## src/design/normalization_cube_texel_top_defines.svh

```systemverilog
// Assertion macros shared by the normalization cube texel RTL
`ifndef NORMALIZATION_CUBE_TEXEL_TOP_DEFINES_SVH
`define NORMALIZATION_CUBE_TEXEL_TOP_DEFINES_SVH

// Invariant checked at every clock edge outside reset
`define NCT_CHECK(lbl, expr, msg) \
	lbl: assert property (@(posedge clk) disable iff (!arst_n) (expr)) else $error(msg);

// Same-cycle implication checked outside reset
`define NCT_IMPLY(lbl, ante, cons, msg) \
	lbl: assert property (@(posedge clk) disable iff (!arst_n) (ante) |-> (cons)) else $error(msg);

`endif

```

## src/design/ncube_pkg.sv

```systemverilog
// Shared types, constants and step functions of the normalization cube texel block
`timescale 1ns / 1ps
package ncube_pkg;

	localparam logic [2:0] FACE_PX = 3'd0;
	localparam logic [2:0] FACE_NX = 3'd1;
	localparam logic [2:0] FACE_PY = 3'd2;
	localparam logic [2:0] FACE_NY = 3'd3;
	localparam logic [2:0] FACE_PZ = 3'd4;
	localparam logic [2:0] FACE_NZ = 3'd5;

	localparam int CDIV_STEPS  = 18;
	localparam int CDIV_PER    = 3;
	localparam int CDIV_STAGES = CDIV_STEPS / CDIV_PER;
	localparam int SQRT_STEPS  = 18;
	localparam int SQRT_PER    = 3;
	localparam int SQRT_STAGES = SQRT_STEPS / SQRT_PER;
	localparam int ENC_STEPS   = 8;
	localparam int ENC_PER     = 2;
	localparam int ENC_STAGES  = ENC_STEPS / ENC_PER;

	typedef logic signed [17:0] comp_t;

	localparam comp_t C_ONE  = 18'sd65536;
	localparam comp_t C_MONE = -18'sd65536;

	typedef struct packed {
		logic [10:0] rem;
		logic [17:0] quo;
	} cdiv_t;

	typedef struct packed {
		logic [2:0] face;
		cdiv_t      du;
		cdiv_t      dv;
		logic       lu;
		logic       lv;
	} coord_t;

	typedef struct packed {
		logic  bad;
		comp_t cx;
		comp_t cy;
		comp_t cz;
	} dir_t;

	typedef struct packed {
		logic [18:0] rem;
		logic [17:0] root;
	} sqrt_st_t;

	typedef struct packed {
		logic        bad;
		comp_t       cx;
		comp_t       cy;
		comp_t       cz;
		logic [35:0] sq;
		sqrt_st_t    st;
	} sqrt_t;

	typedef struct packed {
		logic [17:0] rem;
		logic [7:0]  quo;
		logic [7:0]  lo;
	} enc_lane_t;

	typedef struct packed {
		logic                  bad;
		logic [17:0]           den;
		enc_lane_t [2:0]       lane;
	} enc_t;

	// bit fed into the texel-centre division: texel lsb, then the +1, then zeros
	function automatic logic cdiv_bit(input int idx, input logic lsb);
		logic b;
		b = (idx == 0) ? lsb : (idx == 1);
		return b;
	endfunction

	function automatic cdiv_t cdiv_step(input cdiv_t s, input logic b, input logic [10:0] d);
		logic [11:0] r2;
		cdiv_t       o;
		r2 = {s.rem, b};
		if (r2 >= {1'b0, d}) begin
			o.rem = 11'(r2 - {1'b0, d});
			o.quo = {s.quo[16:0], 1'b1};
		end else begin
			o.rem = r2[10:0];
			o.quo = {s.quo[16:0], 1'b0};
		end
		return o;
	endfunction

	function automatic sqrt_st_t sqrt_step(input sqrt_st_t s, input logic [1:0] p);
		logic [20:0] r2;
		logic [20:0] t;
		sqrt_st_t    o;
		r2 = {s.rem, p};
		t  = {1'b0, s.root, 2'b01};
		if (r2 >= t) begin
			o.rem  = 19'(r2 - t);
			o.root = {s.root[16:0], 1'b1};
		end else begin
			o.rem  = r2[18:0];
			o.root = {s.root[16:0], 1'b0};
		end
		return o;
	endfunction

	function automatic enc_lane_t enc_step(input enc_lane_t s, input logic b,
			input logic [17:0] d);
		logic [18:0] r2;
		enc_lane_t   o;
		r2    = {s.rem, b};
		o.lo  = s.lo;
		if (r2 >= {1'b0, d}) begin
			o.rem = 18'(r2 - {1'b0, d});
			o.quo = {s.quo[6:0], 1'b1};
		end else begin
			o.rem = r2[17:0];
			o.quo = {s.quo[6:0], 1'b0};
		end
		return o;
	endfunction

	// face orientation: direction from face code and centred u, v
	function automatic dir_t face_dir(input logic [2:0] face, input comp_t u, input comp_t v);
		dir_t d;
		d.bad = 1'b0;
		d.cx  = '0;
		d.cy  = '0;
		d.cz  = '0;
		case (face)
			FACE_PX: begin
				d.cx = C_ONE;  d.cy = -v;     d.cz = -u;
			end
			FACE_NX: begin
				d.cx = C_MONE; d.cy = -v;     d.cz = u;
			end
			FACE_PY: begin
				d.cx = u;      d.cy = C_ONE;  d.cz = v;
			end
			FACE_NY: begin
				d.cx = u;      d.cy = C_MONE; d.cz = -v;
			end
			FACE_PZ: begin
				d.cx = u;      d.cy = -v;     d.cz = C_ONE;
			end
			FACE_NZ: begin
				d.cx = -u;     d.cy = -v;     d.cz = C_MONE;
			end
			default: begin
				d.bad = 1'b1;
			end
		endcase
		return d;
	endfunction

endpackage

```

## src/design/ncube_enc.sv

```systemverilog
// Pipelined three-lane byte encoder: floor(255*(len+c) / (2*len))
`timescale 1ns / 1ps
`include "normalization_cube_texel_top_defines.svh"
module ncube_enc import ncube_pkg::*; (
	input  logic clk,
	input  logic arst_n,
	input  logic adv,
	input  logic in_vld,
	input  enc_t din,
	output logic out_vld,
	output enc_t dout
);
	localparam int NS = ENC_STAGES;

	enc_t          stg_s [NS];
	enc_t          nxt_w [NS];
	logic [NS-1:0] vld_s;

	for (genvar j = 0; j < NS; j++) begin : g_stage
		enc_t src;
		enc_t nx;
		if (j == 0) begin : g_head
			assign src = din;
		end else begin : g_body
			assign src = stg_s[j-1];
		end
		always_comb begin
			nx = src;
			for (int i = 0; i < 3; i++) begin
				for (int k = 0; k < ENC_PER; k++) begin
					nx.lane[i] = enc_step(nx.lane[i],
						src.lane[i].lo[7 - (j * ENC_PER + k)], src.den);
				end
			end
		end
		assign nxt_w[j] = nx;
	end

	always_ff @(posedge clk or negedge arst_n) begin
		if (!arst_n) begin
			vld_s <= '0;
		end else if (adv) begin
			vld_s <= {vld_s[NS-2:0], in_vld};
		end
	end

	always_ff @(posedge clk) begin
		if (adv) begin
			for (int j = 0; j < NS; j++) begin
				stg_s[j] <= nxt_w[j];
			end
		end
	end

	assign out_vld = vld_s[NS-1];
	assign dout    = stg_s[NS-1];

	`NCT_IMPLY(a_enc_rem, out_vld && !dout.bad, (dout.lane[0].rem < dout.den) && (dout.lane[1].rem < dout.den) && (dout.lane[2].rem < dout.den), "encoder remainder not below divisor")
endmodule

```

## config.mk

```make
export PLATFORM = sky130hd
export DESIGN_NAME = ncube_enc
export DESIGN_NICKNAME = d
export VERILOG_FILES = /design/src/design/ncube_pkg.sv /design/src/design/ncube_enc.sv
export VERILOG_INCLUDE_DIRS = /design/src /design/src/design
export SDC_FILE = /design/constraint.sdc
export NUM_CORES = 2
export LEC_CHECK = 0
export ABC_AREA = 0
export BUFFER_PORTS_ARGS = -buffer_cell sky130_fd_sc_hd__buf_2
export CORE_MARGIN = 4
export CORE_UTILIZATION = 30
export DETAILED_ROUTE_END_ITERATION = 12
export PLACE_DENSITY = 0.53
export SKIP_CTS_REPAIR_TIMING = 1
export SLEW_MARGIN = 5
export SYNTH_ARGS = -nofsm -noshare
export SYNTH_HDL_FRONTEND = slang
export SYNTH_SLANG_ARGS = --single-unit
export TNS_END_PERCENT = 100
```

## constraint.sdc

```tcl
create_clock -name clk -period 10.3 [get_ports clk]
set_input_delay 1.03 -clock clk [delete_from_list [all_inputs] [get_ports clk]]
set_output_delay 1.03 -clock clk [all_outputs]
set_load 0.01 [all_outputs]
```

==> metrics.md <==
| Metric | Value |
|---|---|
| Setup crit start kind | primary input |
| Worst Clk Skew | 0.02162 ns |
| Max-cap violations | 0 |
| First-pass GRT wire length | 171900 microns |
| Worst EP required | 10.67 ns |
| Die ar. | 136200 sq um |
| WL final | 113800 microns |
| Met3 usage | 1.991% |
| Cts bufs inserted | 56 |
| WS Path Type | in2reg |
| Ys Warns | 0 |
| Post-Syn Area per Cell | 10.15 sq um |
| Longest Clk Path Bufs | 3 |
| Row cnt | 132 |
| CTS tree | done |
| Core area | 129500 sq um |
| Hold Crit Class | in2async |
| Clock sinks | 452 |
| Vias | 30190 |
| Synth-to-layout area growth | 13.02% |
| Nets | 4684 |
| Detailed router's first-iteration violation count | 2062 |
| Reg clk slew, reported paths | 0.06 ns |
| IO Pins | 247 |
| # fillers | 13270 |
| Total track usage | 16.17% |
| Vias in the first global route | 28510 |
| CP endpoint kind | flop |
| Post-synth cell types | 106 |
| Minimum clock period | 7.322 ns |
| Post-synth EDFFs | 448 |
| Drt via density | 5.126 |
| Peak Freq | 136.6 MHz |
| CP arrival | 7.69 ns |
| Met1 GRT Util | 23.69% |
| Chip height | 369.1 microns |
| Hold Fails Final Rpt | 0 |
| Number of buffers added on ports | 222 |
| First-pass detailed-route iteration total | 6 |
| RSZ-0062 raised after global routing | no |
| Latest clock arrival within the worst-skew pair | 0.64 ns |
| Cell Area, Synth | 39120 sq um |
| Root Driver | clkbuf_16 |
| Most Used Layer, Global Route | met2 |
| Antenna cells | 0 |
| Fin util | 34.15% |
| Register area share after synthesis | 34.65% |
| Post-route ant nets | 0 |
| Synth Net Count | 4435 |
| Cells after Synth | 3854 |
| Die width | 369.1 microns |
| Synth Register Bits | 452 |
| Status | completed |
| Hpwl dp | 87720 microns |
| Drc violations | 0 |
| Final setup violation count | 0 |
| Final TNS setup | 0 ns |
| Met2 Use GR | 25.13% |
| Actual slew at the worst max-slew pin | 1.271 ns |
| Main synth FF type | edfxtp_1 |
| Hold Slack | 0.1854 ns |
| Fin crit share | 71.08% |
| Initial antenna violation count | 12 |
| Pin count of the biggest net entering global routing | 103 |
| Cell Count, Final, Fillers Out | 5889 |
| CP max FO | 19 |
| Async set-reset flop share out of synthesis | 0.8850% |
| Htree depth | 2 |
| GP Congestion | 0.8842 |
| Share of cells above drive strength 1 | 17.34% |
| # placed instances | 5787 |
| Grt ovf | 0 |
| Starting Density | 30.21% |
| Drt wl/cell | 19.32 microns |
| Rel. slew slack | 15.01% |
| Max Slew Vio Count | 0 |
-- cell usage in the layout (no fill, tap or decap), drive strengths merged, types with 19 or more instances in the layout --
| cell | netlist | layout |
|---|---|---|
| a21o | 148 | 148 |
| ha | 432 | 432 |
| and2 | 30 | 30 |
| buf | 32 | 251 |
| or3 | 27 | 27 |
| o21a | 56 | 56 |
| xor2 | 93 | 93 |
| nand2 | 188 | 188 |
| edfxtp | 448 | 448 |
| a31oi | 40 | 40 |
| o31ai | 19 | 19 |
| inv | 247 | 249 |
| nor3 | 78 | 78 |
| mux2i | 41 | 41 |
| nand2b | 49 | 49 |
| fa | 24 | 24 |
| mux2 | 311 | 311 |
| clkbuf | 27 | 67 |
| nor2b | 67 | 67 |
| nand4 | 72 | 72 |
| nor4 | 23 | 23 |
| a21oi | 316 | 316 |
| o21ai | 169 | 169 |
| nand3 | 55 | 55 |
| and3 | 30 | 30 |
| or2 | 21 | 21 |
| xnor2 | 229 | 229 |
| a211oi | 39 | 39 |
| o21bai | 42 | 42 |
| o211ai | 25 | 25 |
| nor2 | 263 | 263 |
-- critical path: stages --
cell       delay, ns
buf_2           0.22
inv_1           0.06
buf_4           0.21
ha_1            0.31
nor2b_1         0.18
o21bai_1        0.11
a2111oi_1       0.41
o31ai_1         0.16
a21oi_1         0.30
o221ai_2        0.18
a21oi_4         0.63
mux2_2          0.46
inv_1           0.07
ha_1            0.23
nor2b_1         0.14
o2111ai_1       0.27
nand4_1         0.20
and3_1          0.25
o211ai_1        0.24
a31oi_1         0.13
or3_1           0.37
a211oi_4        1.03
mux2_2          0.45
-- path summary, 6_finish.rpt --
kind | from | to | slack, ns | cells past startpoint
worst max-delay path | din[103] | stg_s[0][90] | 2.98 | 23
worst min-delay path | arst_n | vld_s[2] | 0.19 | 1
worst max register to register | stg_s[0][103] | stg_s[1][56] | 3.04 | 21
worst min register to register | stg_s[2][6] | stg_s[3][6] | 0.42 | 0
max in group asynchronous | arst_n | vld_s[0] | 10.00 | 1
min in group clk | stg_s[2][6] | stg_s[3][6] | 0.42 | 0
-- layer usage --
| layer | part of all wire (%) | wire length, microns | vias to the layer above |
|---|---|---|---|
| met1 | 50 | 56620 | 14180 |
| met4 | 2.8 | 3176 | 0 |
| met3 | 4.7 | 5390 | 152 |
| li1 | - | - | 15070 |
| met5 | 0 | 0 | - |
| met2 | 43 | 48590 | 784 |
-- metrics by stage --
step / worst slack (ns) / cell area, sq um
after global routing: 2.504 / 44210
final: 2.978 / 44210
after global placement: 2.443 / 42280
after detailed placement: 2.335 / 42280
after CTS: 3.033 / 44210
after floorplan: 3.876 / 39120
-- flip-flops by register name, summed over array words and instances, names as in the netlist --
name,flops
stg_s,448
vld_s,4
-- synth_stat cells (42+ instances only) --
library cell,number,area [sq um]
o21ai_0,153,765.7
ha_1,432,5405
nand3_1,55,275.3
xnor2_1,229,2006
nor2_1,263,987.2
mux2_2,286,3221
nand4_1,72,450.4
inv_1,243,912.1
a21oi_1,311,1556
nor3_1,78,390.4
o21a_1,55,412.9
xor2_1,93,814.5
nand2_1,188,705.7
nor2b_1,67,419.2
edfxtp_1,448,13450
nand2b_1,49,306.5
a21o_1,147,1104
o21bai_1,42,315.3
-- area by class of cell --
class	instances	area, sq um	share of cell area (%)
Tap cell	1742	2180	4.930
Multi-Input combinational cell	3095	24280	54.92
Clock buffer	67	1464	3.311
Sequential cell	452	13550	30.65
Inverter	247	927.1	2.097
Timing Repair Buffer	251	1339	3.028
Clock inverter	35	467.9	1.058
-- kinds of logic after synthesis --
logic type,Yosys count,synth area share (%)
AOI/OAI and AO/OA,1026,17.62
and+or+nand+nor,939,11.98
adders and majority gates,456,15.05
DFF,452,34.65
muxes,352,10.20
xor gates and xnor gates,322,7.209
buffers and inverters,307,3.298
Power is not shown: default switching activity piles up to over one toggle a cycle in this logic, so the estimate is an artifact.
