===== src/design/normalization_cube_texel_top_defines.svh =====
// Assertion macros shared by the normalization cube texel RTL
`ifndef NORMALIZATION_CUBE_TEXEL_TOP_DEFINES_SVH
`define NORMALIZATION_CUBE_TEXEL_TOP_DEFINES_SVH

// Invariant checked at every clock edge outside reset
`define NCT_CHECK(lbl, expr, msg) \
	lbl: assert property (@(posedge clk) disable iff (!arst_n) (expr)) else $error(msg);

// Same-cycle implication checked outside reset
`define NCT_IMPLY(lbl, ante, cons, msg) \
	lbl: assert property (@(posedge clk) disable iff (!arst_n) (ante) |-> (cons)) else $error(msg);

`endif


===== src/design/ncube_pkg.sv =====
// Shared types, constants and step functions of the normalization cube texel block
`timescale 1ns / 1ps
package ncube_pkg;

	localparam logic [2:0] FACE_PX = 3'd0;
	localparam logic [2:0] FACE_NX = 3'd1;
	localparam logic [2:0] FACE_PY = 3'd2;
	localparam logic [2:0] FACE_NY = 3'd3;
	localparam logic [2:0] FACE_PZ = 3'd4;
	localparam logic [2:0] FACE_NZ = 3'd5;

	localparam int CDIV_STEPS  = 18;
	localparam int CDIV_PER    = 3;
	localparam int CDIV_STAGES = CDIV_STEPS / CDIV_PER;
	localparam int SQRT_STEPS  = 18;
	localparam int SQRT_PER    = 3;
	localparam int SQRT_STAGES = SQRT_STEPS / SQRT_PER;
	localparam int ENC_STEPS   = 8;
	localparam int ENC_PER     = 2;
	localparam int ENC_STAGES  = ENC_STEPS / ENC_PER;

	typedef logic signed [17:0] comp_t;

	localparam comp_t C_ONE  = 18'sd65536;
	localparam comp_t C_MONE = -18'sd65536;

	typedef struct packed {
		logic [10:0] rem;
		logic [17:0] quo;
	} cdiv_t;

	typedef struct packed {
		logic [2:0] face;
		cdiv_t      du;
		cdiv_t      dv;
		logic       lu;
		logic       lv;
	} coord_t;

	typedef struct packed {
		logic  bad;
		comp_t cx;
		comp_t cy;
		comp_t cz;
	} dir_t;

	typedef struct packed {
		logic [18:0] rem;
		logic [17:0] root;
	} sqrt_st_t;

	typedef struct packed {
		logic        bad;
		comp_t       cx;
		comp_t       cy;
		comp_t       cz;
		logic [35:0] sq;
		sqrt_st_t    st;
	} sqrt_t;

	typedef struct packed {
		logic [17:0] rem;
		logic [7:0]  quo;
		logic [7:0]  lo;
	} enc_lane_t;

	typedef struct packed {
		logic                  bad;
		logic [17:0]           den;
		enc_lane_t [2:0]       lane;
	} enc_t;

	// bit fed into the texel-centre division: texel lsb, then the +1, then zeros
	function automatic logic cdiv_bit(input int idx, input logic lsb);
		logic b;
		b = (idx == 0) ? lsb : (idx == 1);
		return b;
	endfunction

	function automatic cdiv_t cdiv_step(input cdiv_t s, input logic b, input logic [10:0] d);
		logic [11:0] r2;
		cdiv_t       o;
		r2 = {s.rem, b};
		if (r2 >= {1'b0, d}) begin
			o.rem = 11'(r2 - {1'b0, d});
			o.quo = {s.quo[16:0], 1'b1};
		end else begin
			o.rem = r2[10:0];
			o.quo = {s.quo[16:0], 1'b0};
		end
		return o;
	endfunction

	function automatic sqrt_st_t sqrt_step(input sqrt_st_t s, input logic [1:0] p);
		logic [20:0] r2;
		logic [20:0] t;
		sqrt_st_t    o;
		r2 = {s.rem, p};
		t  = {1'b0, s.root, 2'b01};
		if (r2 >= t) begin
			o.rem  = 19'(r2 - t);
			o.root = {s.root[16:0], 1'b1};
		end else begin
			o.rem  = r2[18:0];
			o.root = {s.root[16:0], 1'b0};
		end
		return o;
	endfunction

	function automatic enc_lane_t enc_step(input enc_lane_t s, input logic b,
			input logic [17:0] d);
		logic [18:0] r2;
		enc_lane_t   o;
		r2    = {s.rem, b};
		o.lo  = s.lo;
		if (r2 >= {1'b0, d}) begin
			o.rem = 18'(r2 - {1'b0, d});
			o.quo = {s.quo[6:0], 1'b1};
		end else begin
			o.rem = r2[17:0];
			o.quo = {s.quo[6:0], 1'b0};
		end
		return o;
	endfunction

	// face orientation: direction from face code and centred u, v
	function automatic dir_t face_dir(input logic [2:0] face, input comp_t u, input comp_t v);
		dir_t d;
		d.bad = 1'b0;
		d.cx  = '0;
		d.cy  = '0;
		d.cz  = '0;
		case (face)
			FACE_PX: begin
				d.cx = C_ONE;  d.cy = -v;     d.cz = -u;
			end
			FACE_NX: begin
				d.cx = C_MONE; d.cy = -v;     d.cz = u;
			end
			FACE_PY: begin
				d.cx = u;      d.cy = C_ONE;  d.cz = v;
			end
			FACE_NY: begin
				d.cx = u;      d.cy = C_MONE; d.cz = -v;
			end
			FACE_PZ: begin
				d.cx = u;      d.cy = -v;     d.cz = C_ONE;
			end
			FACE_NZ: begin
				d.cx = -u;     d.cy = -v;     d.cz = C_MONE;
			end
			default: begin
				d.bad = 1'b1;
			end
		endcase
		return d;
	endfunction

endpackage


===== src/design/ncube_coord.sv =====
// Pipelined texel-centre divider producing u and v quotients
`timescale 1ns / 1ps
`include "normalization_cube_texel_top_defines.svh"
module ncube_coord import ncube_pkg::*; (
	input  logic        clk,
	input  logic        arst_n,
	input  logic        adv,
	input  logic        in_vld,
	input  coord_t      din,
	input  logic [10:0] side,
	output logic        out_vld,
	output coord_t      dout
);
	localparam int NS = CDIV_STAGES;

	coord_t          stg_s [NS];
	coord_t          nxt_w [NS];
	logic [NS-1:0]   vld_s;

	for (genvar j = 0; j < NS; j++) begin : g_stage
		coord_t src;
		coord_t nx;
		if (j == 0) begin : g_head
			assign src = din;
		end else begin : g_body
			assign src = stg_s[j-1];
		end
		always_comb begin
			nx = src;
			for (int k = 0; k < CDIV_PER; k++) begin
				nx.du = cdiv_step(nx.du, cdiv_bit(j * CDIV_PER + k, src.lu), side);
				nx.dv = cdiv_step(nx.dv, cdiv_bit(j * CDIV_PER + k, src.lv), side);
			end
		end
		assign nxt_w[j] = nx;
	end

	always_ff @(posedge clk or negedge arst_n) begin
		if (!arst_n) begin
			vld_s <= '0;
		end else if (adv) begin
			vld_s <= {vld_s[NS-2:0], in_vld};
		end
	end

	always_ff @(posedge clk) begin
		if (adv) begin
			for (int j = 0; j < NS; j++) begin
				stg_s[j] <= nxt_w[j];
			end
		end
	end

	assign out_vld = vld_s[NS-1];
	assign dout    = stg_s[NS-1];

	`NCT_IMPLY(a_coord_bounds, out_vld, (dout.du.rem < side) && (dout.dv.rem < side) && !dout.du.quo[17] && !dout.dv.quo[17], "texel divider left an out-of-range remainder or quotient")
endmodule


===== config.mk =====
export PLATFORM = sky130hd
export DESIGN_NAME = ncube_coord
export DESIGN_NICKNAME = d
export VERILOG_FILES = /design/src/design/ncube_pkg.sv /design/src/design/ncube_coord.sv
export VERILOG_INCLUDE_DIRS = /design/src /design/src/design
export SDC_FILE = /design/constraint.sdc
export NUM_CORES = 1
export LEC_CHECK = 0
export BUFFER_PORTS_ARGS = -buffer_cell sky130_fd_sc_hd__buf_2
export CORE_MARGIN = 1.5
export CORE_UTILIZATION = 30
export CTS_CLUSTER_SIZE = 40
export DETAILED_ROUTE_END_ITERATION = 16
export MAX_ROUTING_LAYER = met4
export PLACE_DENSITY = 0.55
export REMOVE_ABC_BUFFERS = 1
export SLEW_MARGIN = 15
export SYNTH_ARGS = -nofsm -noshare
export SYNTH_HDL_FRONTEND = slang
export SYNTH_SLANG_ARGS = --single-unit

===== constraint.sdc =====
create_clock -name clk -period 8.7 [get_ports clk]
set_clock_uncertainty 0.05 [all_clocks]
set_input_delay 1.74 -clock clk [delete_from_list [all_inputs] [get_ports clk]]
set_output_delay 1.74 -clock clk [all_outputs]
set_load 0.005 [all_outputs]

==> impl_metrics.tcl, run 1 <==
set metrics [dict create \
    cts_root_buf "clkbuf_16" \
    wl_per_cell_um 16.57 \
    drc_errors 0 \
    syn-cell-area_sq_um 28690 \
    critPathTopFamily "compound AO/OA/AOI/OAI gates" \
    drive_above_1_share 0.2356 \
    cts_buffers 39 \
    tritoncts "yes" \
    dr.pass1.iters 5 \
    cap_violations 0 \
    slowest_delay_ns 0.49 \
    dr_total_vias 23600 \
    grt_pass1_wl_um 124500 \
    die_area_sq_um 97510 \
    syn-instance-count 2952 \
    dp_hpwl_um 60620 \
    clock_sinks 294 \
    antenna_found_initial 7 \
    io_pins 142 \
    yosysSeqAreaShare 0.3066 \
    syn_to_final_growth_pct 21.46 \
    io_buffers 105 \
    grt.total_usage 0.1633 \
    slew_headroom 0.3720 \
    num_rows 113 \
    min_period_over_period 0.9421 \
    hp-class "register to register" \
    period_minus_slack_ns 8.196 \
    ant_nets 0 \
    busiest_layer "met2" \
    clock_latency_ns 0.60 \
    grtUsageMet3 0.02721 \
    wirelength_um 78010 \
    synth_edf_count 288 \
    vias_per_cell 5.012 \
    endpoint_kind "register" \
    start_util 0.3024 \
    clockBufferDepth 3 \
    yosysUniqueCellTypes 88 \
    ys_ff_latch 294 \
    crit_required_ns 8.97 \
    design_area_sq_um 34850 \
    critical-path-slowest-cell "a211o_1" \
    avgSynthCellArea_sq_um 9.720 \
    synth_top_area_frac 0.3014 \
    fill_cells 9529 \
    gp_congestion 0.8728 \
    cp.arrival_ns 8.47 \
    met1_usage 0.1997 \
    tns_ns 0 \
    grt_util_met2 0.2746 \
    start_kind "input pin" \
    yosys_warnings 0 \
    synthFlopType "edfxtp_1" \
    synth_area_leaders "edfxtp_1 30%, ha_1 16%, mux2_2 8.5%, xnor2_1 4.9%, nor2_1 3.5%" \
    rsz0062_at_grt "false" \
    grt_pass1_vias 23190 \
    path_clk_slew_ns 0.07 \
    worst-slew-pin-transition_ns 0.9419 \
    die_w_um 312.3 \
    path_max_fanout 11 \
    finalHoldViolCount 0 \
    core_sq_um 94870 \
    max_freq_mhz 122.0 \
    run_status "finished, final reports clean" \
    post-cts-setup-buffers 0 \
    synth_top_area_cell "edfxtp_1" \
    critPathKind "input pin to register" \
    fin_hold_ws_ns 0.3613 \
    die-height_um 312.3 \
    h-tree-depth 2 \
    finalSetupViolations 0 \
    drv_slew 0 \
    grt_overflow_total 0 \
    critPathBufInv 2 \
    drtIter0Drc 1121 \
    fin_nets 3871 \
    async_flop_share 0.02041 \
    placed_cell_area_sq_um 33500 \
    grt_max_degree 130 \
]
==> cell usage in the layout, fill, tap and decap left out, types with 29 or more instances in the layout <==
cell type  instances
buf_4            349
nor2_1           267
mux2i_1           40
and2_1            32
a211oi_1          31
mux2_2           217
nand4_1           29
xor2_1           110
o21ai_0          155
edfxtp_1         288
nand2_1          134
nor2b_1           47
nand3_1           43
xnor2_1          159
a21oi_1          200
nor3_1            81
ha_1             372
o21a_1            62
nand2b_1          56
buf_2            103
a21o_1            82
clkbuf_16         39
inv_1            116
==> state kept, by name (all words and copies together) (netlist names) <==
register and flops:
vld_s 6, stg_s 288
==> final timing paths <==
check / startpoint / depth (start not counted) / to / slack (ns)
max: side[0] / 27 / stg_s[0][59] / 0.50
min: stg_s[1][4] / 0 / stg_s[2][7] / 0.36
max reg2reg: stg_s[4][20] / 28 / stg_s[5][22] / 1.69
min reg2reg: stg_s[1][4] / 0 / stg_s[2][7] / 0.36
max in group asynchronous: arst_n / 1 / vld_s[4] / 7.53
min in group asynchronous: arst_n / 1 / vld_s[1] / 0.93
==> worst register-to-register path: cells and delay by family (launching register included) <==
family	cells	cell delay, ns
buf+inv	2	0.28
flops	1	0.39
fa+ha+maj	3	0.98
compound gates	16	4.02
simple gates	6	0.70
mux	1	0.37
==> logic make-up (layout without fill, tap and decap cells) <==
group,count (synthesis),after routing,synth area share
AOI/OAI and AO/OA,771,771,0.1785
and+or+nand+nor,793,793,0.1364
DFF,294,294,0.3066
other,0,5,0
adders and majority gates,386,386,0.1720
muxes,257,257,0.09912
buffers and inverters,182,668,0.02520
xor gates and xnor gates,269,269,0.08211
==> metal layers <==
layer  vias to the layer above  routed length [um]
met5                         -                   0
li1                      12080                   -
met2                       318               37180
met4                         0                2095
met3                       113                3092
met1                     11080               35640
==> cells in the mapped netlist (40+ instances only) <==
| library cell | number |
|---|---|
| nor2b_1 | 47 |
| edfxtp_1 | 288 |
| nand2_1 | 135 |
| nand3_1 | 43 |
| nand2b_1 | 56 |
| xnor2_1 | 159 |
| mux2i_1 | 40 |
| ha_1 | 372 |
| o21ai_0 | 156 |
| xor2_1 | 110 |
| nor3_1 | 81 |
| inv_1 | 126 |
| a21oi_1 | 200 |
| mux2_2 | 217 |
| a21o_1 | 82 |
| o21a_1 | 62 |
| nor2_1 | 267 |
==> layout make-up <==
type / instances / area (sq um) / share of cell area
antenna: 5 / 12.51 / 0.0003590
clock buffer: 40 / 979.7 / 0.02811
clock inverter: 32 / 359.1 / 0.01030
inverter: 128 / 480.5 / 0.01379
multi-input combinational: 2476 / 19190 / 0.5505
sequential: 294 / 8798 / 0.2525
tap: 1265 / 1583 / 0.04542
timing repair buffer: 468 / 3451 / 0.09902
==> timing repair <==
action | CTS | global route
gates resized for setup | 0 | 1
hold buffers | 0 | 0
endpoints found under the setup margin | 0 | 10
==> stage by stage <==
stage               utilization  cells  setup slack (ns)
floorplan                     -   2898           -0.6781
global placement         0.3531   4631          -0.01947
detailed placement       0.3531   4631          -0.06331
CTS                      0.3672   4703            0.5468
global route             0.3673   4708           0.06397
finish                   0.3673   4708            0.5038
Power of run 1 is left out: the tool's default activity adds up to more than one toggle a clock period on the data nets, which glitch-free logic cannot reach.
==> run 2, diff against run 1 <==
Settings changed: ABC_CLOCK_PERIOD_IN_PS from default to 8700, CTS_BUF_LIST from default to sky130_fd_sc_hd__clkbuf_4, SLEW_MARGIN 15 to 0.
==> run 2 against run 1 <==
Sequential share of layout area grew 0.098 points; register-to-register slack about the same; global-route usage grew 0.12 points; cell area is 0.39% lower; routed wire length up 0.53%; worst setup slack better by 0.32 ns; utilization fell by 0.14 points; flip-flop and latch count unchanged; count of clock-buffer cells in the layout is 82 higher; critical path depth unchanged; first-iteration DRC count rose by 4.5%; fmax rose by 4.0%.
==> impl_metrics.tcl, run 2 (synthesis gave the netlist of run 1 again) <==
set metrics [dict create \
    holdCritStartpoint "stg_s[1][5]" \
    io_pins 142 \
    min_period_over_period 0.9055 \
    fin_nets 3922 \
    max_freq_mhz 126.9 \
    path_max_fanout 11 \
    finalHoldViolCount 0 \
    die-height_um 312.3 \
    critPathKind "input pin to register" \
    die_w_um 312.3 \
    die_area_sq_um 97510 \
    h-tree-depth 3 \
    cts_root_buf "clkbuf_4" \
    clock_latency_ns 0.91 \
    finalSetupViolations 0 \
    tritoncts "yes" \
    fin_cells 4803 \
    grt.total_usage 0.1645 \
    cts_buffers 90 \
    vias_per_cell 4.988 \
    reg2reg_from "stg_s[4][20]" \
    antenna_found_initial 9 \
    wirelength_um 78430 \
    core_sq_um 94870 \
    run_status "finished, final reports clean" \
    placedCellCount 4631 \
    gp_congestion 0.8728 \
    dr.pass1.iters 5 \
    holdPathEnd "stg_s[2][8]" \
    drive_above_1_share 0.2495 \
    clock_sinks 294 \
    pre_cts_slack_ns -0.06331 \
    rsz0062_at_grt "false" \
    cap_violations 0 \
    post_cts_resized 0 \
    critPathBufInv 2 \
    min_path_cells 0 \
    hp-class "register to register" \
    syn_to_final_growth_pct 20.99 \
    critPathTopFamily "compound AO/OA/AOI/OAI gates" \
    grt_overflow_total 0 \
    start_kind "input pin" \
    cp.arrival_ns 8.46 \
    dr_total_vias 23960 \
    r2r_cells 28 \
    fill_cells 9591 \
    final_common_cell "ha_1" \
    mostFrequentLayoutCells "372 x ha_1, 349 x buf_4, 288 x edfxtp_1" \
    drtIter0Drc 1172 \
    crit_required_ns 9.28 \
    io_buffers 105 \
    slew_headroom 0.3769 \
    top_regs "stg_s (288), vld_s (6)" \
    wl_per_cell_um 16.33 \
    grt_pass1_vias 23610 \
    post-cts-setup-buffers 0 \
    slowest_delay_ns 0.49 \
    drv_slew 0 \
    setup_ws_ns 0.8217 \
    grt_max_degree 130 \
    ant_nets 0 \
    r2r-end "stg_s[5][22]" \
    drc_errors 0 \
    grt_pass1_wl_um 125200 \
    path_clk_slew_ns 0.06 \
    fin_hold_ws_ns 0.3444 \
    worst-slew-pin-transition_ns 0.9347 \
    worst-r2r-setup-slack_ns 1.68 \
    dp_hpwl_um 60620 \
    endpoint_kind "register" \
    critical-path-slowest-cell "a211o_1" \
    period_minus_slack_ns 7.878 \
    clockBufferDepth 3 \
    largest_register "stg_s" \
    num_rows 113 \
    largest_reg_flops 288 \
    start_util 0.3024 \
    cts_hold_buf 0 \
]
## run 2: worst max-delay path by stage
| stage | startpoint | end | slack [ns] | depth (start not counted) |
|---|---|---|---|---|
| after floorplan | side[5] | stg_s[0][21] | -0.68 | 28 |
| after global placement | side[0] | stg_s[0][22] | -0.02 | 29 |
| after detailed placement | side[0] | stg_s[0][59] | -0.06 | 27 |
| after CTS | side[0] | stg_s[0][53] | 0.93 | 27 |
| after global routing | side[0] | stg_s[0][30] | 0.33 | 31 |
| final | side[0] | stg_s[0][59] | 0.82 | 27 |
## run 2: per-layer routing
metal  up-vias  routed length (um)  global-route usage
met2       374               37200              0.2742
met1     11210               35880              0.2000
met5         -                   0                   -
met4         0                2007             0.05362
li1      12250                   -                   -
met3       118                3350             0.02999
## run 2: area by class of cell
cell class                      instances  area [sq um]  share of cell area
Antenna cell                           11         27.53           0.0007929
Clock buffer                          122         915.9             0.02638
Clock inverter                         39         275.3            0.007929
Inverter                              128         480.5             0.01384
Multi-Input combinational cell       2476         19180              0.5526
Sequential cell                       294          8798              0.2535
Tap cell                             1265          1583             0.04559
Timing Repair Buffer                  468          3451             0.09941
## run 2: through the flow
step	cell area, sq um	util	TNS (ns)
2_1_floorplan	28450	-	-26.59
3_3_place_gp	33500	0.3531	-0.1337
3_5_place_dp	33500	0.3531	-0.5932
4_1_cts	34690	0.3656	0
5_1_grt	34710	0.3659	0
6_report	34710	0.3659	0
## run 2: worst reg2reg max path, delay by kind of cell, from the launching register on
family | cells | cell delay (ns)
AOI/OAI and AO/OA | 16 | 4.02
adders and majority gates | 3 | 0.99
and+or+nand+nor | 6 | 0.71
DFF | 1 | 0.39
muxes | 1 | 0.37
buffers and inverters | 2 | 0.28
Power of run 2 is left out for the same reason.
