File: src/design/normalization_cube_texel_top_defines.svh
// Assertion macros shared by the normalization cube texel RTL
`ifndef NORMALIZATION_CUBE_TEXEL_TOP_DEFINES_SVH
`define NORMALIZATION_CUBE_TEXEL_TOP_DEFINES_SVH

// Invariant checked at every clock edge outside reset
`define NCT_CHECK(lbl, expr, msg) \
	lbl: assert property (@(posedge clk) disable iff (!arst_n) (expr)) else $error(msg);

// Same-cycle implication checked outside reset
`define NCT_IMPLY(lbl, ante, cons, msg) \
	lbl: assert property (@(posedge clk) disable iff (!arst_n) (ante) |-> (cons)) else $error(msg);

`endif

File: src/design/ncube_pkg.sv
// Shared types, constants and step functions of the normalization cube texel block
`timescale 1ns / 1ps
package ncube_pkg;

	localparam logic [2:0] FACE_PX = 3'd0;
	localparam logic [2:0] FACE_NX = 3'd1;
	localparam logic [2:0] FACE_PY = 3'd2;
	localparam logic [2:0] FACE_NY = 3'd3;
	localparam logic [2:0] FACE_PZ = 3'd4;
	localparam logic [2:0] FACE_NZ = 3'd5;

	localparam int CDIV_STEPS  = 18;
	localparam int CDIV_PER    = 3;
	localparam int CDIV_STAGES = CDIV_STEPS / CDIV_PER;
	localparam int SQRT_STEPS  = 18;
	localparam int SQRT_PER    = 3;
	localparam int SQRT_STAGES = SQRT_STEPS / SQRT_PER;
	localparam int ENC_STEPS   = 8;
	localparam int ENC_PER     = 2;
	localparam int ENC_STAGES  = ENC_STEPS / ENC_PER;

	typedef logic signed [17:0] comp_t;

	localparam comp_t C_ONE  = 18'sd65536;
	localparam comp_t C_MONE = -18'sd65536;

	typedef struct packed {
		logic [10:0] rem;
		logic [17:0] quo;
	} cdiv_t;

	typedef struct packed {
		logic [2:0] face;
		cdiv_t      du;
		cdiv_t      dv;
		logic       lu;
		logic       lv;
	} coord_t;

	typedef struct packed {
		logic  bad;
		comp_t cx;
		comp_t cy;
		comp_t cz;
	} dir_t;

	typedef struct packed {
		logic [18:0] rem;
		logic [17:0] root;
	} sqrt_st_t;

	typedef struct packed {
		logic        bad;
		comp_t       cx;
		comp_t       cy;
		comp_t       cz;
		logic [35:0] sq;
		sqrt_st_t    st;
	} sqrt_t;

	typedef struct packed {
		logic [17:0] rem;
		logic [7:0]  quo;
		logic [7:0]  lo;
	} enc_lane_t;

	typedef struct packed {
		logic                  bad;
		logic [17:0]           den;
		enc_lane_t [2:0]       lane;
	} enc_t;

	// bit fed into the texel-centre division: texel lsb, then the +1, then zeros
	function automatic logic cdiv_bit(input int idx, input logic lsb);
		logic b;
		b = (idx == 0) ? lsb : (idx == 1);
		return b;
	endfunction

	function automatic cdiv_t cdiv_step(input cdiv_t s, input logic b, input logic [10:0] d);
		logic [11:0] r2;
		cdiv_t       o;
		r2 = {s.rem, b};
		if (r2 >= {1'b0, d}) begin
			o.rem = 11'(r2 - {1'b0, d});
			o.quo = {s.quo[16:0], 1'b1};
		end else begin
			o.rem = r2[10:0];
			o.quo = {s.quo[16:0], 1'b0};
		end
		return o;
	endfunction

	function automatic sqrt_st_t sqrt_step(input sqrt_st_t s, input logic [1:0] p);
		logic [20:0] r2;
		logic [20:0] t;
		sqrt_st_t    o;
		r2 = {s.rem, p};
		t  = {1'b0, s.root, 2'b01};
		if (r2 >= t) begin
			o.rem  = 19'(r2 - t);
			o.root = {s.root[16:0], 1'b1};
		end else begin
			o.rem  = r2[18:0];
			o.root = {s.root[16:0], 1'b0};
		end
		return o;
	endfunction

	function automatic enc_lane_t enc_step(input enc_lane_t s, input logic b,
			input logic [17:0] d);
		logic [18:0] r2;
		enc_lane_t   o;
		r2    = {s.rem, b};
		o.lo  = s.lo;
		if (r2 >= {1'b0, d}) begin
			o.rem = 18'(r2 - {1'b0, d});
			o.quo = {s.quo[6:0], 1'b1};
		end else begin
			o.rem = r2[17:0];
			o.quo = {s.quo[6:0], 1'b0};
		end
		return o;
	endfunction

	// face orientation: direction from face code and centred u, v
	function automatic dir_t face_dir(input logic [2:0] face, input comp_t u, input comp_t v);
		dir_t d;
		d.bad = 1'b0;
		d.cx  = '0;
		d.cy  = '0;
		d.cz  = '0;
		case (face)
			FACE_PX: begin
				d.cx = C_ONE;  d.cy = -v;     d.cz = -u;
			end
			FACE_NX: begin
				d.cx = C_MONE; d.cy = -v;     d.cz = u;
			end
			FACE_PY: begin
				d.cx = u;      d.cy = C_ONE;  d.cz = v;
			end
			FACE_NY: begin
				d.cx = u;      d.cy = C_MONE; d.cz = -v;
			end
			FACE_PZ: begin
				d.cx = u;      d.cy = -v;     d.cz = C_ONE;
			end
			FACE_NZ: begin
				d.cx = -u;     d.cy = -v;     d.cz = C_MONE;
			end
			default: begin
				d.bad = 1'b1;
			end
		endcase
		return d;
	endfunction

endpackage

File: src/design/ncube_isqrt.sv
// Pipelined digit-by-digit integer square root of the squared length
`timescale 1ns / 1ps
`include "normalization_cube_texel_top_defines.svh"
module ncube_isqrt import ncube_pkg::*; (
	input  logic  clk,
	input  logic  arst_n,
	input  logic  adv,
	input  logic  in_vld,
	input  sqrt_t din,
	output logic  out_vld,
	output sqrt_t dout
);
	localparam int NS = SQRT_STAGES;

	sqrt_t         stg_s [NS];
	sqrt_t         nxt_w [NS];
	logic [NS-1:0] vld_s;

	for (genvar j = 0; j < NS; j++) begin : g_stage
		sqrt_t src;
		sqrt_t nx;
		if (j == 0) begin : g_head
			assign src = din;
		end else begin : g_body
			assign src = stg_s[j-1];
		end
		always_comb begin
			nx = src;
			for (int k = 0; k < SQRT_PER; k++) begin
				nx.st = sqrt_step(nx.st, src.sq[35 - 2 * (j * SQRT_PER + k) -: 2]);
			end
		end
		assign nxt_w[j] = nx;
	end

	always_ff @(posedge clk or negedge arst_n) begin
		if (!arst_n) begin
			vld_s <= '0;
		end else if (adv) begin
			vld_s <= {vld_s[NS-2:0], in_vld};
		end
	end

	always_ff @(posedge clk) begin
		if (adv) begin
			for (int j = 0; j < NS; j++) begin
				stg_s[j] <= nxt_w[j];
			end
		end
	end

	assign out_vld = vld_s[NS-1];
	assign dout    = stg_s[NS-1];

	`NCT_IMPLY(a_root_floor, out_vld, (36'(dout.st.root) * 36'(dout.st.root) <= dout.sq) && (36'(dout.st.root + 18'd1) * 36'(dout.st.root + 18'd1) > dout.sq), "square root is not the floor root")
endmodule

File: config.mk
export PLATFORM = sky130hd
export DESIGN_NAME = ncube_isqrt
export DESIGN_NICKNAME = d
export VERILOG_FILES = /design/src/design/ncube_pkg.sv /design/src/design/ncube_isqrt.sv
export VERILOG_INCLUDE_DIRS = /design/src /design/src/design
export SDC_FILE = /design/constraint.sdc
export NUM_CORES = 1
export LEC_CHECK = 0
export BUFFER_PORTS_ARGS = -buffer_cell sky130_fd_sc_hd__buf_2
export CAP_MARGIN = 40
export CORE_MARGIN = 3
export CORE_UTILIZATION = 62
export CTS_CLUSTER_DIAMETER = 200
export DETAILED_ROUTE_END_ITERATION = 6
export HOLD_SLACK_MARGIN = 0.03
export PLACE_DENSITY = 0.81
export SLEW_MARGIN = 20
export SYNTH_ARGS = -nofsm -noshare
export SYNTH_HDL_FRONTEND = slang
export SYNTH_SLANG_ARGS = --single-unit
File: constraint.sdc
create_clock -name clk -period 10 [get_ports clk]
set_clock_uncertainty 0.1 [all_clocks]
set_input_delay 2 -clock clk [delete_from_list [all_inputs] [get_ports clk]]
set_output_delay 2 -clock clk [all_outputs]
set_load 0.005 [all_outputs]
==> results of run 1 <==
## through the flow
| stage | setup slack, ns | area [um^2] | util, % | std cells |
|---|---|---|---|---|
| after global placement | 0.556 | 47100 | 66.7 | 5108 |
| after global routing | 0.503 | 49700 | 70.3 | 5250 |
| after floorplan | 0.895 | 44600 | - | 3955 |
| after detailed placement | 0.529 | 47100 | 66.7 | 5109 |
| after CTS | 1.20 | 49600 | 70.3 | 5249 |
| final | 0.902 | 49700 | 70.3 | 5253 |
## cell type report
| cell class | instances | area, um^2 |
|---|---|---|
| Tap cell | 940 | 1180 |
| Inverter | 232 | 872 |
| Multi-Input combinational cell | 2859 | 20100 |
| Fill cell | 5091 | 21000 |
| Clock inverter | 52 | 536 |
| Timing Repair Buffer | 304 | 1720 |
| Clock buffer | 88 | 1990 |
| Sequential cell | 774 | 23200 |
| Antenna cell | 4 | 10.0 |
## per-layer routing
layer | GRT usage (%) | vias to the layer above
li1 | - | 15429
met1 | 40.1 | 15388
met2 | 47.4 | 1507
met3 | 5.11 | 293
met4 | 10.7 | 2
met5 | 0 | -
## registers in the layout, indices dropped and copies added (netlist names)
register / count
vld_s: 6
stg_s: 768
## kinds of logic (layout without fill, tap and decap cells)
kind of cell | Yosys count | count (layout) | share of synthesized area [%]
DFF | 774 | 774 | 52.0
AOI/OAI and AO/OA | 1147 | 1147 | 16.5
adders and majority gates | 360 | 360 | 10.1
other | 0 | 4 | 0
muxes | 91 | 91 | 2.32
buffers and inverters | 322 | 676 | 2.83
and+or+nand+nor | 972 | 972 | 10.5
xor gates and xnor gates | 289 | 289 | 5.67
## how the worst max path moves through the flow
stage	endpoint	cells after the start	slack, ns
CTS	stg_s[0][24]	33	1.20
detailed placement	stg_s[0][24]	33	0.53
floorplan	stg_s[0][29]	33	0.90
finish	stg_s[5][28]	33	0.90
global route	stg_s[0][24]	33	0.50
global placement	stg_s[0][29]	31	0.56
## synthesized netlist by cell type, types with 7 or more instances
cell	number	area share [%]
and2_1	12	0.17
nor2_1	302	2.5
nand3b_1	13	0.22
nand3_1	72	0.81
and4_1	12	0.24
a21oi_1	404	4.5
a21o_1	157	2.6
ha_1	360	10
a211oi_1	31	0.52
nand4_1	41	0.57
nor3b_1	16	0.27
nor2b_1	38	0.53
o211ai_1	17	0.29
a31oi_1	31	0.43
nand2b_1	53	0.74
nor4_1	16	0.22
or4_1	8	0.13
xnor2_1	179	3.5
a2111oi_0	7	0.14
clkbuf_1	61	0.51
mux2_2	49	1.2
a31o_2	10	0.20
mux2i_1	17	0.38
o31a_1	12	0.24
o21ai_1	11	0.12
and3_1	42	0.59
inv_1	224	1.9
o21a_1	62	1.0
xor2_1	110	2.2
o31ai_1	24	0.40
o21ai_0	208	2.3
or3_1	10	0.14
buf_2	15	0.17
edfxtp_1	768	52
or2_2	8	0.11
buf_1	8	0.067
nand4b_1	7	0.14
a211o_1	16	0.31
nor3_1	53	0.59
nand2_1	251	2.1
o21bai_1	48	0.81
mux2_1	17	0.43
mux2_4	8	0.27
==> impl_metrics.yaml, run 1 <==
hold_path:
  hold_depth: 0
  min_to: "stg_s[1][48]"
  worstHoldStart: "stg_s[0][48]"
  hp-class: "reg2reg"
worst_setup_path:
  arrival_ns: 9.35
  startpoint: "stg_s[4][41]"
  cpMaxStageDelayCell: "edfxtp_1"
  critPathBufInv: 3
  cpMostUsedCell: "a21o_1"
  regToRegEndpoint: "stg_s[5][28]"
  r2r_slack_ns: 0.90
  critPathCaptureType: "flip-flop"
  critPathKind: "reg2reg"
  cp.required_ns: 10.25
  rr_startpoint: "stg_s[4][41]"
  critPathLaunchType: "flip-flop"
  cp_max_fo: 23
  crit_path_max_incr_delay_ns: 0.69
  path_delay_family: "compound AO/OA/AOI/OAI gates"
  r2r_cells: 33
finish:
  area_delta_synth_final_pct: 11.3
  final_common_cell: "edfxtp_1"
  final_cell_mix: "768 x edfxtp_1, 404 x a21oi_1, 360 x ha_1, 302 x nor2_1, 259 x buf_2"
  layout-drive-gt1-share_pct: 12.5
  nets: 4741
grt:
  antenna_found_initial: 5
  grt_use_total_pct: 29.3
  grt_remaining_overflow: 0
  grt_max_degree: 193
  grt_pass1_vias: 30698
  grt_pass1_wl_um: 171000
floorplanning:
  die_h_um: 274
  num_rows: 97
  ioPinCount: 261
  dieArea_mm2: 0.0752
  die_x_um: 274
  core_mm2: 0.0706
  initial_core_util_pct: 63.2
cts:
  cts_htree_levels: 3
  hold_buffers: 0
  cts_setup_buffers: 0
  worstSkewPairLatency_ns: 0.64
  root_buffer: "clkbuf_16"
  numCtsBuffers: 78
  cts_tree: "built"
  cts.sinks: 774
  ctsResizeCount: 0
  cts_buffer_depth: 3
  path_clk_slew_ns: 0.07
timing:
  fmax_mhz: 110
  finalCritPeriodShare_pct: 91.0
  max_slew_margin_pct: 31.5
  holdWs_ns: 0.285
  finalSetupViolations: 0
  worstMarginPinSlew_ns: 1.03
  grt_setup_unrepaired: "no"
  finalSetupTns_ns: 0
  period_minus_slack_ns: 9.10
  finalHoldViolCount: 0
  final-max-slew-violation-count: 0
drt:
  wl_met3_um: 9600
  drc_errors: 4
  met2_length_um: 52000
  routed.top_layer: "met5"
  dr.first_iter.drc_count: 3733
  routedLengthMet1_um: 46800
  vias: 32619
  drtAntennaViolNets: 0
  wl_per_cell_um: 21.4
  drtPass1Iterations: 7
  drt_wl_total_um: 112000
  viasPerCell: 6.21
status:
  violations: "DRC"
  outcome: "finished with violations"
synthesis:
  ys_async_sr_fraction_pct: 0.775
  synth_nets: 4447
  synth_area_per_cell_um2: 11.3
  ys_seq_area_share_pct: 52.0
  ys.flop_type: "edfxtp_1"
  netlist_area_mm2: 0.0446
  synth-seq-cells: 774
  ys_warn_count: 0
  netlist-cell-type-count: 107
  netlist_instances: 3955
  synth_edf_count: 768
placement:
  gp_congestion: 0.965
  port_buffers: 260
  hpwl_um: 80100
flow_run:
  maxCapViolations: 0
Power of run 1 is left out: the tool's default activity adds up to more than one toggle a clock period on the data nets, which glitch-free logic cannot reach.
==> run 2: changes to the inputs <==
--- a/config.mk
+++ b/config.mk
@@ -8,12 +8,14 @@
 export LEC_CHECK = 0
 export BUFFER_PORTS_ARGS = -buffer_cell sky130_fd_sc_hd__buf_2
 export CAP_MARGIN = 40
+export CELL_PAD_IN_SITES_DETAIL_PLACEMENT = 1
+export CELL_PAD_IN_SITES_GLOBAL_PLACEMENT = 2
 export CORE_MARGIN = 3
-export CORE_UTILIZATION = 62
+export CORE_UTILIZATION = 42
 export CTS_CLUSTER_DIAMETER = 200
 export DETAILED_ROUTE_END_ITERATION = 6
 export HOLD_SLACK_MARGIN = 0.03
-export PLACE_DENSITY = 0.81
+export PLACE_DENSITY_LB_ADDON = 0.1
 export SLEW_MARGIN = 20
 export SYNTH_ARGS = -nofsm -noshare
 export SYNTH_HDL_FRONTEND = slang
==> impl_metrics.yaml, run 2 (synthesis results as in run 1) <==
status:
  outcome: "finished clean"
flow_run:
  maxCapViolations: 0
finish:
  layout-drive-gt1-share_pct: 13.2
  area_delta_synth_final_pct: 13.9
  nets: 4771
  largest-register: "stg_s"
  reg_top3: "stg_s (768), vld_s (6)"
  largest_register_ffs: 768
  final_common_cell: "edfxtp_1"
  final_cell_mix: "768 x edfxtp_1, 404 x a21oi_1, 360 x ha_1, 302 x nor2_1, 259 x buf_2"
placement:
  port_buffers: 260
  pre_cts_slack_ns: 0.259
  hpwl_um: 97300
  gp_congestion: 0.863
worst_setup_path:
  critPathLaunchType: "primary input"
  critPathCaptureType: "flip-flop"
  cp_max_fo: 31
  arrival_ns: 9.42
  cpMaxStageDelayCell: "o21ai_2"
  r2r_cells: 38
  cp.required_ns: 10.31
  rr_startpoint: "stg_s[2][5]"
  r2r_slack_ns: 1.03
  regToRegEndpoint: "stg_s[3][21]"
  crit_path_max_incr_delay_ns: 0.53
  critPathKind: "in2reg"
drt:
  drt_wl_total_um: 124000
  drc_errors: 0
  drtPass1Iterations: 5
  viasPerCell: 5.47
  dr.first_iter.drc_count: 1843
  wl_per_cell_um: 21.7
  vias: 31350
  drtAntennaViolNets: 0
timing:
  finalCritPeriodShare_pct: 91.1
  finalSetupTns_ns: 0
  grt_setup_unrepaired: "no"
  fmax_mhz: 110
  final-max-slew-violation-count: 0
  layout_setup_ws_ns: 0.893
  holdWs_ns: 0.289
  period_minus_slack_ns: 9.11
  max_slew_margin_pct: 42.4
  finalHoldViolCount: 0
  finalSetupViolations: 0
  worstMarginPinSlew_ns: 0.854
cts:
  root_buffer: "clkbuf_16"
  ctsResizeCount: 0
  hold_buffers: 0
  cts_htree_levels: 3
  cts_tree: "built"
  worstSkewPairLatency_ns: 0.67
  cts.sinks: 774
  cts_buffer_depth: 3
  cts_setup_buffers: 0
  numCtsBuffers: 84
  path_clk_slew_ns: 0.06
floorplanning:
  num_rows: 118
  die_x_um: 332
  ioPinCount: 261
  die_h_um: 332
  dieArea_mm2: 0.110
  initial_core_util_pct: 42.7
  core_mm2: 0.105
grt:
  grt_use_total_pct: 22.2
  grt_pass1_vias: 31971
  grt_max_degree: 161
  antenna_found_initial: 13
  grt_remaining_overflow: 0
  grt_pass1_wl_um: 191000
hold_path:
  hold_depth: 0
  worstHoldStart: "stg_s[0][40]"
  hp-class: "reg2reg"
  min_to: "stg_s[1][40]"
run 2: changes by cell type in the layout (fill, tap and decap cells not counted), sizes merged, moves of 3 or more:
cell,previous run,this run
clkbuf,88,96
clkinvlp,6,10
buf,304,328
bufinv,4,10
inv,235,232
run 2: critical path: cells and delay by family:
kind / cells / cell delay (ns)
compound gates: 11 / 2.93
simple gates: 10 / 1.89
fa+ha+maj: 3 / 1.18
buf+inv: 5 / 0.91
mux: 1 / 0.35
xor+xnor: 1 / 0.15
run 2: worst max-delay path by stage:
stage / start / endpoint / slack [ns] / depth (start not counted)
2_1_floorplan: din[1] / stg_s[0][29] / 0.90 / 33
3_3_place_gp: din[1] / stg_s[0][30] / 0.45 / 31
3_5_place_dp: din[0] / stg_s[0][27] / 0.26 / 31
4_1_cts: din[0] / stg_s[0][24] / 0.99 / 31
5_1_grt: din[0] / stg_s[0][30] / 0.27 / 34
6_report: din[0] / stg_s[0][24] / 0.89 / 31
run 2: area by class of cell:
cell class              count  area [um^2]
fillers                 11295        53700
flip-flops and latches    774        23200
multi-input cells        2859        20100
clock buffers              96         2150
repair buffers            328         1980
well taps                1380         1730
inverters                 232          872
clock inverters            60          724
diodes                      3         7.51
run 2: routing by layer:
| metal | vias up | global-route usage, % | wire length (um) |
|---|---|---|---|
| li1 | 15476 | - | - |
| met1 | 15161 | 31.0 | 58600 |
| met2 | 552 | 36.6 | 57900 |
| met3 | 161 | 2.61 | 4390 |
| met4 | 0 | 6.06 | 3170 |
| met5 | - | 0 | 0 |
run 2: per-stage QoR:
stage	cells	instance area (um^2)	utilization, %
after floorplan	3955	44600	-
after global placement	5568	47800	45.8
after detailed placement	5572	47900	45.8
after CTS	5728	50800	48.6
after global routing	5732	50800	48.6
final	5732	50800	48.6
Power of run 2 is left out for the same reason.
